## src/frame_interval_window_stats_assert.svh

```systemverilog
// Assertion macros for the frame interval statistics block.
// Used by the top level; expects clk_i and rst_ni in scope.
`ifndef FRAME_INTERVAL_WINDOW_STATS_ASSERT_SVH
`define FRAME_INTERVAL_WINDOW_STATS_ASSERT_SVH

// Same-cycle implication.
`define FIWS_ASSERT_IMPLY(lbl, ante, cons) \
  lbl: assert property (@(posedge clk_i) disable iff (!rst_ni) (ante) |-> (cons)) \
    else $error("fiws: implication check failed");

// Next-cycle implication.
`define FIWS_ASSERT_NEXT(lbl, ante, cons) \
  lbl: assert property (@(posedge clk_i) disable iff (!rst_ni) (ante) |=> (cons)) \
    else $error("fiws: next-cycle check failed");

`endif

```

## src/fiws_pkg.sv

```systemverilog
// Shared types and constants for the frame interval statistics block.
// No dependencies.
`default_nettype none

package fiws_pkg;

  localparam int TIME_BITS = 48;
  localparam int IVL_BITS  = 24;
  localparam int SUM_BITS  = IVL_BITS + 1;
  localparam int GEN_BITS  = 32;
  localparam int CFG_BITS  = 24;
  localparam int CNT_BITS  = $clog2(TIME_BITS);
  localparam int DCNT_BITS = $clog2(SUM_BITS);

  localparam logic [IVL_BITS-1:0] IVL_MAX = {IVL_BITS{1'b1}};
  localparam logic [SUM_BITS-1:0] SUM_MAX = {SUM_BITS{1'b1}};

  localparam logic [CFG_BITS-1:0] WINDOW_RST  = CFG_BITS'(500000);
  localparam logic [CFG_BITS-1:0] MAX_IVL_RST = CFG_BITS'(10000000);

  typedef enum logic [0:0] {
    REG_WINDOW  = 1'b0,
    REG_MAX_IVL = 1'b1
  } cfg_reg_e;

  typedef struct packed {
    logic [TIME_BITS-1:0] now_us;
    logic [GEN_BITS-1:0]  pause_generation;
  } in_item_t;

  typedef struct packed {
    logic [IVL_BITS-1:0] avg_interval_us;
    logic [IVL_BITS-1:0] min_interval_us;
    logic [IVL_BITS-1:0] max_interval_out_us;
    logic                stats_ready;
    logic                interval_accepted;
  } out_item_t;

  typedef struct packed {
    logic                start;
    logic [SUM_BITS-1:0] dividend;
    logic [IVL_BITS-1:0] divisor;
  } div_req_t;

  typedef struct packed {
    logic                done;
    logic [SUM_BITS-1:0] quotient;
  } div_rsp_t;

endpackage

`default_nettype wire

```

## src/fiws_in_if.sv

```systemverilog
// Input channel: valid/ready handshake carrying one frame event item.
// Depends on fiws_pkg.
`default_nettype none

interface fiws_in_if;
  logic               valid;
  logic               ready;
  fiws_pkg::in_item_t data;

  modport source (output valid, output data, input ready);
  modport sink   (input valid, input data, output ready);
endinterface

`default_nettype wire

```

## src/fiws_out_if.sv

```systemverilog
// Output channel: valid/ready handshake carrying one statistics item.
// Depends on fiws_pkg.
`default_nettype none

interface fiws_out_if;
  logic                valid;
  logic                ready;
  fiws_pkg::out_item_t data;

  modport source (output valid, output data, input ready);
  modport sink   (input valid, input data, output ready);
endinterface

`default_nettype wire

```

## src/fiws_div.sv

```systemverilog
// Restoring bit-serial divider, one quotient bit per cycle.
// Depends on fiws_pkg.
`default_nettype none

module fiws_div (
  input  wire logic               clk_i,
  input  wire logic               rst_ni,
  input  wire fiws_pkg::div_req_t req_i,
  output      fiws_pkg::div_rsp_t rsp_o
);

  logic                               run_q;
  logic                               done_q;
  logic [fiws_pkg::DCNT_BITS-1:0]     cnt_q;
  logic [fiws_pkg::IVL_BITS-1:0]      rem_q;
  logic [fiws_pkg::SUM_BITS-1:0]      quo_q;
  logic [fiws_pkg::IVL_BITS:0]        trial;
  logic [fiws_pkg::IVL_BITS-1:0]      div_q;
  logic                               ge;

  // shift the next dividend bit into the partial remainder
  assign trial = {rem_q, quo_q[fiws_pkg::SUM_BITS-1]};
  assign ge    = trial >= {1'b0, div_q};

  always_ff @(posedge clk_i or negedge rst_ni) begin
    if (!rst_ni) begin
      run_q  <= 1'b0;
      done_q <= 1'b0;
      cnt_q  <= '0;
      rem_q  <= '0;
      quo_q  <= '0;
      div_q  <= '0;
    end else begin
      done_q <= 1'b0;
      if (req_i.start) begin
        run_q <= 1'b1;
        cnt_q <= '0;
        rem_q <= '0;
        quo_q <= req_i.dividend;
        div_q <= req_i.divisor;
      end else if (run_q) begin
        rem_q <= ge ? fiws_pkg::IVL_BITS'(trial - {1'b0, div_q})
                    : trial[fiws_pkg::IVL_BITS-1:0];
        quo_q <= {quo_q[fiws_pkg::SUM_BITS-2:0], ge};
        if (cnt_q == fiws_pkg::DCNT_BITS'(fiws_pkg::SUM_BITS - 1)) begin
          run_q  <= 1'b0;
          done_q <= 1'b1;
        end else begin
          cnt_q <= cnt_q + 1'b1;
        end
      end
    end
  end

  assign rsp_o.done     = done_q;
  assign rsp_o.quotient = quo_q;

endmodule

`default_nettype wire

```

## src/frame_interval_window_stats.sv

```systemverilog
// Frame interval window statistics, top level.
// Depends on fiws_pkg, fiws_in_if, fiws_out_if, fiws_div and the assertion header.
//
// Usage:
//   in_ch_i  : one frame event item per handshake (now_us, pause_generation).
//   out_ch_o : one statistics item per input item, in order.
//   cfg_*    : write port; index 0 = window_us, index 1 = max_interval_us.
//              Write only while the block is idle.
// Processing:
//   The interval is formed bit-serially, one timestamp bit per cycle, in a
//   subtract-and-compare pass; an accepted interval then updates the window.
//   When a window closes, a bit-serial divider forms the average. The result
//   is registered in the finish state, and ready returns together with it as
//   the block goes back to idle: a new item is taken only once the last is through.
// Reset:
//   All history and shown values clear to zero; registers return to
//   window_us = 500000 and max_interval_us = 10000000.
// Stall:
//   The result sits in an output register until taken. A new item is
//   accepted meanwhile; its result waits in the finish state for the slot.
`default_nettype none

module frame_interval_window_stats (
  input  wire logic                          clk_i,
  input  wire logic                          rst_ni,
  input  wire logic                          cfg_we_i,
  input  wire logic                          cfg_idx_i,
  input  wire logic [fiws_pkg::CFG_BITS-1:0] cfg_data_i,
  fiws_in_if.sink                            in_ch_i,
  fiws_out_if.source                         out_ch_o
);

`include "frame_interval_window_stats_assert.svh"

  typedef enum logic [2:0] {
    ST_IDLE,
    ST_SUB,
    ST_UPDATE,
    ST_CHECK,
    ST_DIV,
    ST_FINISH
  } state_e;

  state_e state_q;

  // configuration
  logic [fiws_pkg::CFG_BITS-1:0] window_q, max_ivl_q;

  // history
  logic [fiws_pkg::TIME_BITS-1:0] last_time_q;
  logic [fiws_pkg::GEN_BITS-1:0]  last_gen_q;
  logic                           has_prev_q;

  // serial subtract / compare
  logic [fiws_pkg::TIME_BITS-1:0] now_sh_q, prev_sh_q, max_sh_q, diff_sh_q;
  logic [fiws_pkg::CNT_BITS-1:0]  cnt_q;
  logic                           borrow_q, gt_q, nz_q, across_q, had_prev_q;
  logic                           acc_q;

  // window and shown values
  logic [fiws_pkg::IVL_BITS-1:0] win_min_q, win_max_q, win_cnt_q;
  logic [fiws_pkg::SUM_BITS-1:0] win_sum_q;
  logic [fiws_pkg::IVL_BITS-1:0] shown_avg_q, shown_min_q, shown_max_q;
  logic                          has_shown_q;

  // output register
  logic                out_valid_q;
  fiws_pkg::out_item_t out_data_q;

  fiws_pkg::div_req_t div_req;
  fiws_pkg::div_rsp_t div_rsp;

  logic                          a_bit, b_bit, m_bit, d_bit, borrow_d;
  logic [fiws_pkg::IVL_BITS-1:0] ivl;
  logic                          accepted;
  logic [fiws_pkg::SUM_BITS:0]   sum_ext;
  logic                          in_take;

  assign in_ch_i.ready = (state_q == ST_IDLE);
  assign in_take       = in_ch_i.valid && in_ch_i.ready;

  // one bit of now - prev per cycle, LSB first
  assign a_bit    = now_sh_q[0];
  assign b_bit    = prev_sh_q[0];
  assign m_bit    = max_sh_q[0];
  assign d_bit    = a_bit ^ b_bit ^ borrow_q;
  assign borrow_d = (~a_bit & b_bit) | (~a_bit & borrow_q) | (b_bit & borrow_q);

  // a previous item must exist; interval must be positive, same pause generation,
  // not above the limit; gt_q also catches any set bit above the interval width
  assign ivl      = diff_sh_q[fiws_pkg::IVL_BITS-1:0];
  assign accepted = had_prev_q && !across_q && !borrow_q && nz_q && !gt_q;
  assign sum_ext  = {1'b0, win_sum_q} + (fiws_pkg::SUM_BITS + 1)'(ivl);

  assign div_req.start    = (state_q == ST_CHECK) && (win_sum_q >= {1'b0, window_q});
  assign div_req.dividend = win_sum_q;
  assign div_req.divisor  = win_cnt_q;

  fiws_div u_div (
    .clk_i  (clk_i),
    .rst_ni (rst_ni),
    .req_i  (div_req),
    .rsp_o  (div_rsp)
  );

  always_ff @(posedge clk_i or negedge rst_ni) begin
    if (!rst_ni) begin
      state_q     <= ST_IDLE;
      window_q    <= fiws_pkg::WINDOW_RST;
      max_ivl_q   <= fiws_pkg::MAX_IVL_RST;
      last_time_q <= '0;
      last_gen_q  <= '0;
      has_prev_q  <= 1'b0;
      now_sh_q    <= '0;
      prev_sh_q   <= '0;
      max_sh_q    <= '0;
      diff_sh_q   <= '0;
      cnt_q       <= '0;
      borrow_q    <= 1'b0;
      gt_q        <= 1'b0;
      nz_q        <= 1'b0;
      across_q    <= 1'b0;
      had_prev_q  <= 1'b0;
      acc_q       <= 1'b0;
      win_min_q   <= '0;
      win_max_q   <= '0;
      win_cnt_q   <= '0;
      win_sum_q   <= '0;
      shown_avg_q <= '0;
      shown_min_q <= '0;
      shown_max_q <= '0;
      has_shown_q <= 1'b0;
      out_valid_q <= 1'b0;
      out_data_q  <= '0;
    end else begin
      if (cfg_we_i) begin
        unique case (fiws_pkg::cfg_reg_e'(cfg_idx_i))
          fiws_pkg::REG_WINDOW:  window_q  <= cfg_data_i;
          fiws_pkg::REG_MAX_IVL: max_ivl_q <= cfg_data_i;
          default: ;
        endcase
      end

      // the finish state refills the slot itself when it is taken
      if (out_valid_q && out_ch_o.ready && state_q != ST_FINISH) begin
        out_valid_q <= 1'b0;
      end

      unique case (state_q)
        ST_IDLE: begin
          if (in_take) begin
            now_sh_q    <= in_ch_i.data.now_us;
            prev_sh_q   <= last_time_q;
            max_sh_q    <= fiws_pkg::TIME_BITS'(max_ivl_q);
            across_q    <= in_ch_i.data.pause_generation != last_gen_q;
            had_prev_q  <= has_prev_q;
            last_time_q <= in_ch_i.data.now_us;
            last_gen_q  <= in_ch_i.data.pause_generation;
            has_prev_q  <= 1'b1;
            cnt_q       <= '0;
            borrow_q    <= 1'b0;
            gt_q        <= 1'b0;
            nz_q        <= 1'b0;
            state_q     <= ST_SUB;
          end
        end

        ST_SUB: begin
          now_sh_q  <= now_sh_q >> 1;
          prev_sh_q <= prev_sh_q >> 1;
          max_sh_q  <= max_sh_q >> 1;
          diff_sh_q <= {d_bit, diff_sh_q[fiws_pkg::TIME_BITS-1:1]};
          borrow_q  <= borrow_d;
          nz_q      <= nz_q | d_bit;
          if (d_bit != m_bit) begin
            gt_q <= d_bit;
          end
          if (cnt_q == fiws_pkg::CNT_BITS'(fiws_pkg::TIME_BITS - 1)) begin
            state_q <= ST_UPDATE;
          end else begin
            cnt_q <= cnt_q + 1'b1;
          end
        end

        ST_UPDATE: begin
          acc_q <= accepted;
          if (accepted) begin
            if (win_cnt_q == '0) begin
              win_min_q <= ivl;
              win_max_q <= ivl;
            end else begin
              if (ivl < win_min_q) win_min_q <= ivl;
              if (ivl > win_max_q) win_max_q <= ivl;
            end
            win_sum_q <= sum_ext[fiws_pkg::SUM_BITS] ? fiws_pkg::SUM_MAX
                                                     : sum_ext[fiws_pkg::SUM_BITS-1:0];
            if (win_cnt_q != fiws_pkg::IVL_MAX) begin
              win_cnt_q <= win_cnt_q + 1'b1;
            end
            // first accepted interval seeds the shown values
            if (!has_shown_q) begin
              shown_avg_q <= ivl;
              shown_min_q <= ivl;
              shown_max_q <= ivl;
              has_shown_q <= 1'b1;
            end
            state_q <= ST_CHECK;
          end else begin
            state_q <= ST_FINISH;
          end
        end

        ST_CHECK: begin
          state_q <= div_req.start ? ST_DIV : ST_FINISH;
        end

        ST_DIV: begin
          if (div_rsp.done) begin
            shown_avg_q <= div_rsp.quotient[fiws_pkg::SUM_BITS-1] ? fiws_pkg::IVL_MAX
                           : div_rsp.quotient[fiws_pkg::IVL_BITS-1:0];
            shown_min_q <= win_min_q;
            shown_max_q <= win_max_q;
            win_sum_q   <= '0;
            win_cnt_q   <= '0;
            state_q     <= ST_FINISH;
          end
        end

        ST_FINISH: begin
          if (!out_valid_q || out_ch_o.ready) begin
            out_valid_q                    <= 1'b1;
            out_data_q.avg_interval_us     <= shown_avg_q;
            out_data_q.min_interval_us     <= shown_min_q;
            out_data_q.max_interval_out_us <= shown_max_q;
            out_data_q.stats_ready         <= has_shown_q;
            out_data_q.interval_accepted   <= acc_q;
            state_q                        <= ST_IDLE;
          end
        end

        default: state_q <= ST_IDLE;
      endcase
    end
  end

  assign out_ch_o.valid = out_valid_q;
  assign out_ch_o.data  = out_data_q;

  `FIWS_ASSERT_IMPLY(a_acc_shown, out_ch_o.valid && out_ch_o.data.interval_accepted, out_ch_o.data.stats_ready)
  `FIWS_ASSERT_IMPLY(a_empty_win, win_cnt_q == '0, win_sum_q == '0)
  `FIWS_ASSERT_IMPLY(a_div_state, div_rsp.done, state_q == ST_DIV)
  `FIWS_ASSERT_NEXT(a_take_sub, in_take, state_q == ST_SUB && has_prev_q)

endmodule

`default_nettype wire
```

## src/flat_wrapper.sv

```systemverilog
// flat-port wrapper written by rule: the top's interface ports become plain ports
module frame_interval_window_stats_flat 
  (clk_i, rst_ni, cfg_we_i, cfg_idx_i, cfg_data_i, in_ch_i_valid, in_ch_i_data, in_ch_i_ready, out_ch_o_valid, out_ch_o_data, out_ch_o_ready);
  fiws_in_if in_ch_i_i ();
  fiws_out_if out_ch_o_i ();
  input  wire logic clk_i;
  input  wire logic rst_ni;
  input  wire logic cfg_we_i;
  input  wire logic cfg_idx_i;
  input  wire logic [fiws_pkg::CFG_BITS-1:0] cfg_data_i;
  input wire logic [$bits(in_ch_i_i.valid)-1:0] in_ch_i_valid;
  input wire logic [$bits(in_ch_i_i.data)-1:0] in_ch_i_data;
  output wire logic [$bits(in_ch_i_i.ready)-1:0] in_ch_i_ready;
  output wire logic [$bits(out_ch_o_i.valid)-1:0] out_ch_o_valid;
  output wire logic [$bits(out_ch_o_i.data)-1:0] out_ch_o_data;
  input wire logic [$bits(out_ch_o_i.ready)-1:0] out_ch_o_ready;
  assign in_ch_i_i.valid = in_ch_i_valid;
  assign in_ch_i_i.data = in_ch_i_data;
  assign in_ch_i_ready = in_ch_i_i.ready;
  assign out_ch_o_valid = out_ch_o_i.valid;
  assign out_ch_o_data = out_ch_o_i.data;
  assign out_ch_o_i.ready = out_ch_o_ready;
  frame_interval_window_stats u_core (.clk_i(clk_i), .rst_ni(rst_ni), .cfg_we_i(cfg_we_i), .cfg_idx_i(cfg_idx_i), .cfg_data_i(cfg_data_i), .in_ch_i(in_ch_i_i), .out_ch_o(out_ch_o_i));
endmodule
```

## config.mk

```make
export PLATFORM = sky130hd
export DESIGN_NAME = frame_interval_window_stats_flat
export DESIGN_NICKNAME = d
export VERILOG_FILES = /design/src/fiws_pkg.sv /design/src/fiws_in_if.sv /design/src/fiws_out_if.sv /design/src/fiws_div.sv /design/src/frame_interval_window_stats.sv /design/src/flat_wrapper.sv
export VERILOG_INCLUDE_DIRS = /design/src /design/src/src
export SDC_FILE = /design/constraint.sdc
export NUM_CORES = 1
export LEC_CHECK = 0
export BUFFER_PORTS_ARGS = -buffer_cell sky130_fd_sc_hd__buf_4
export CORE_MARGIN = 2
export CORE_UTILIZATION = 45
export CTS_CLUSTER_SIZE = 20
export DETAILED_ROUTE_END_ITERATION = 16
export PLACE_DENSITY_LB_ADDON = 0.15
export SLEW_MARGIN = 20
export SYNTH_ARGS = -nofsm -noshare
export SYNTH_HDL_FRONTEND = slang
export SYNTH_HIERARCHICAL = 1
export SYNTH_SLANG_ARGS = --single-unit
```

## constraint.sdc

```tcl
create_clock -name clk_i -period 2.9 [get_ports clk_i]
set_input_delay 0.725 -clock clk_i [delete_from_list [all_inputs] [get_ports clk_i]]
set_output_delay 0.725 -clock clk_i [all_outputs]
set_load 0.02 [all_outputs]
```

==> results.yml <==
yosys:
  async_reset_ff_share_pct: 100.0
  synth-seq-cells: 637
  yosys-top-cells-area: "dfrtp_1 (51%), mux2_2 (8.4%), nand2_1 (7.2%)"
  avgSynthCellArea_sq_um: 10.27
  synth_edf_count: 0
  synth_warnings: 6
  synthCells: 2978
  ys.flop_type: "dfrtp_1"
  synthAdderAreaFrac_pct: 5.270
  synth_cell_types: 73
  synth_top_area_share_pct: 50.90
  yosysSeqAreaShare_pct: 52.19
  synth_top_family_by_area: "compound AO/OA/AOI/OAI gates"
  netlist_area_sq_mm: 0.03058
  syn-num-nets: 3215
  synthMuxAreaShare_pct: 9.738
  synth_xor_area_share_pct: 2.750
  yosysTopAreaCell: "dfrtp_1"
  yosys.area_share.simple_pct: 13.04
  synth-compound-area-share_pct: 13.36
detailed_routing:
  wl_per_cell_microns: 17.62
  viasPerCell: 5.394
  ant_nets: 0
  drc_errors: 0
  vias: 22536
  wirelength_microns: 73610
  drt_iter0_drc: 1511
  drtPass1Iterations: 5
critical_path:
  reg2reg_slack_ns: -0.004
  critPathLaunch: "u_core/u_div/rem_q[15]"
  r2r_cells: 10
  critPathKind: "reg -> reg"
  critPathCaptureType: "register"
  reg2reg_to: "u_core/u_div/rem_q[12]"
  worst_ep_required_time_ns: 3.36
  cp_max_fo: 16
  worstPathArrival_ns: 3.36
  startpoint_type: "register"
  r2r-start: "u_core/u_div/rem_q[15]"
  crit_end: "u_core/u_div/rem_q[12]"
hold_path:
  min_path_type: "in -> async"
timing:
  max_freq_mhz: 344.4
  setup_ws_ns: -0.003732
  drv_slew: 0
  worstMarginPinSlew_ns: 0.8332
  timing.final.crit_period_ns: 2.904
  setup_tns_ns: -0.003732
  timing.final.crit_share_pct: 100.1
  rsz0062_at_grt: "true"
  slew_headroom_pct: 44.32
  holdWs_ns: 0.07003
  hold_viol: 0
  setup_violations: 1
  clock_skew_ns: 0.02165
clocking:
  cts_buffers: 72
  cts_root_buffer: "clkbuf_16"
  cts.sinks: 637
  cts_tree: "done"
  clkTransAtPathRegs_ns: 0.06
  cts_buffer_depth: 3
  clkLatencyLatePin_ns: 0.61
  htreeDepth: 3
global_routing:
  antenna_found_initial: 0
  grt_pass1_vias: 22919
  grt.total_usage_pct: 21.10
  grt_start_max_net_pins: 121
  grt_pass1_wl_microns: 121200
  overflow: 0
cells_and_area:
  drive_gt1_share_pct: 23.87
  insertedDiodeCount: 0
  final_cells: 4178
  synthToLayoutAreaGrowth_pct: 20.43
  final_nets: 3487
outcome:
  status: "complete, but fails checks"
  violations: "setup timing"
floorplanning:
  die_area_sq_mm: 0.07006
  initial_utilization_pct: 45.45
  core_area_sq_mm: 0.06728
  io_pins: 186
  dieHeight_microns: 264.7
  chipWidth_microns: 264.7
  fp-row-count: 95
placed_design:
  numPortBuffers: 185
  gp_congestion: 0.9005
  hpwlAfterDp_microns: 50800
  dp_cells: 4040
  place_ws_ns: -0.1338
pwr:
  powerDensity_mw_per_mm2: 749.2
  peakVddDrop_uv: 705.1
  power.total_uw: 27590
  p_leak_uw: 0.01769
run:
  maxCapViolCount: 0
## sequential cells by signal, summed over array words and instances (netlist names), 3 cells and up
name,count
u_core/win_min_q,24
u_core/prev_sh_q,48
u_core/shown_avg_q,24
u_core/u_div/cnt_q,5
u_core/window_q,24
u_core/diff_sh_q,48
u_core/out_ch_o.data,74
u_core/last_time_q,48
u_core/max_ivl_q,24
u_core/u_div/rem_q,24
u_core/u_div/quo_q,25
u_core/u_div/div_q,24
u_core/max_sh_q,24
u_core/win_cnt_q,24
u_core/cnt_q,6
u_core/win_sum_q,25
u_core/now_sh_q,48
u_core/state_q,3
u_core/shown_min_q,24
u_core/win_max_q,24
u_core/last_gen_q,32
u_core/shown_max_q,24
## repair_timing
item | 4_1_cts | 5_1_grt
hold buffers | 0 | 0
cloned | 0 | 2
endpoints found under the setup margin | 47 | 126
endpoints found under the hold margin | 0 | 0
pin swaps | 4 | 24
resized for setup | 8 | 52
setup buffers | 1 | 6
## cell type report
type | instances | area [sq um]
inverter | 123 | 461.7
multi-input combinational | 2056 | 13750
clock inverter | 26 | 440.4
timing repair buffer | 360 | 3015
fill | 5925 | 30450
tap | 873 | 1092
sequential | 637 | 15970
clock buffer | 103 | 2100
## Yosys cell counts (5+ instances only)
cell type,n
nor2_1,103
buf_4,8
a211o_1,10
dfrtp_1,622
clkbuf_1,126
buf_2,8
and2_1,8
nor3_1,18
a311oi_1,6
a21o_1,52
mux2_2,228
dfstp_2,15
inv_1,123
o21ai_0,213
o21a_1,11
nor4_1,9
a22oi_1,119
buf_1,19
nand2_1,584
a211oi_1,21
xor2_1,39
and3_1,13
xnor2_1,57
nor2b_1,36
or3_1,35
nand2b_1,11
nand4_1,35
nand3b_1,5
nand3_1,29
a31oi_1,28
o31ai_1,7
ha_1,124
mux2i_1,41
a21oi_1,144
o211ai_1,5
## critical path, cell delays in order, from the launching register on
cell and delay (ns):
dfrtp_1 0.38, ha_1 0.31, a21o_1 0.20, o21bai_1 0.17, a311o_1 0.42, o31ai_1 0.28, a31oi_1 0.10, a211oi_4 0.36
buf_12 0.21, mux2i_1 0.24, a211oi_2 0.09
## how the worst min path moves through the flow
stage	slack, ns	from	end
floorplan	0.43	rst_ni	u_core/acc_q
global placement	0.45	u_core/has_prev_q	u_core/has_prev_q
detailed placement	0.45	u_core/diff_sh_q[27]	u_core/diff_sh_q[26]
CTS	0.06	rst_ni	u_core/shown_max_q[14]
global route	0.08	rst_ni	u_core/shown_max_q[14]
finish	0.07	rst_ni	u_core/shown_max_q[14]
## cell usage in the layout (no fill, tap or decap), types with 34 or more instances in the layout
cell | synthesis | routed
a21o_1 | 52 | 51
a21oi_1 | 144 | 136
a22oi_1 | 119 | 119
buf_4 | 8 | 334
clkbuf_16 | 0 | 75
dfrtp_1 | 622 | 616
ha_1 | 124 | 121
inv_1 | 123 | 121
mux2_2 | 228 | 228
mux2i_1 | 41 | 39
nand2_1 | 584 | 581
nand4_1 | 35 | 35
nor2_1 | 103 | 101
nor2b_1 | 36 | 34
o21ai_0 | 213 | 208
or3_1 | 35 | 34
xnor2_1 | 57 | 57
xor2_1 | 39 | 39
## layer usage
metal	vias to the layer above	global-route usage (%)	wire length, microns
met4	0	6.093	1754
met1	11090	30.25	35240
met5	-	0	0
met3	115	3.493	3193
met2	417	33.12	33420
li1	10914	-	-
## cells by family (layout without fill, tap and decap cells)
family,count (synthesis),after routing
xor gates and xnor gates,96,96
AOI/OAI and AO/OA,655,655
DFF,637,637
and+or+nand+nor,909,909
adders and majority gates,127,127
buffers and inverters,285,612
muxes,269,269
## report_power, final
part           switching (uW)  internal, uW  leakage (uW)  total [uW]
logic                    3500          2830       0.00798        6330
registers                1060         10500       0.00846       11600
clock network            3700          5950       0.00125        9650
total                    8260         19300        0.0177       27600
## stage by stage
step	cell area, sq um	util [%]
after detailed placement	33970	50.49
after global placement	33970	50.49
after global routing	36830	54.74
after CTS	36540	54.31
after floorplan	30580	-
final	36830	54.74
Note: power is estimated with default switching activity, not from simulation.
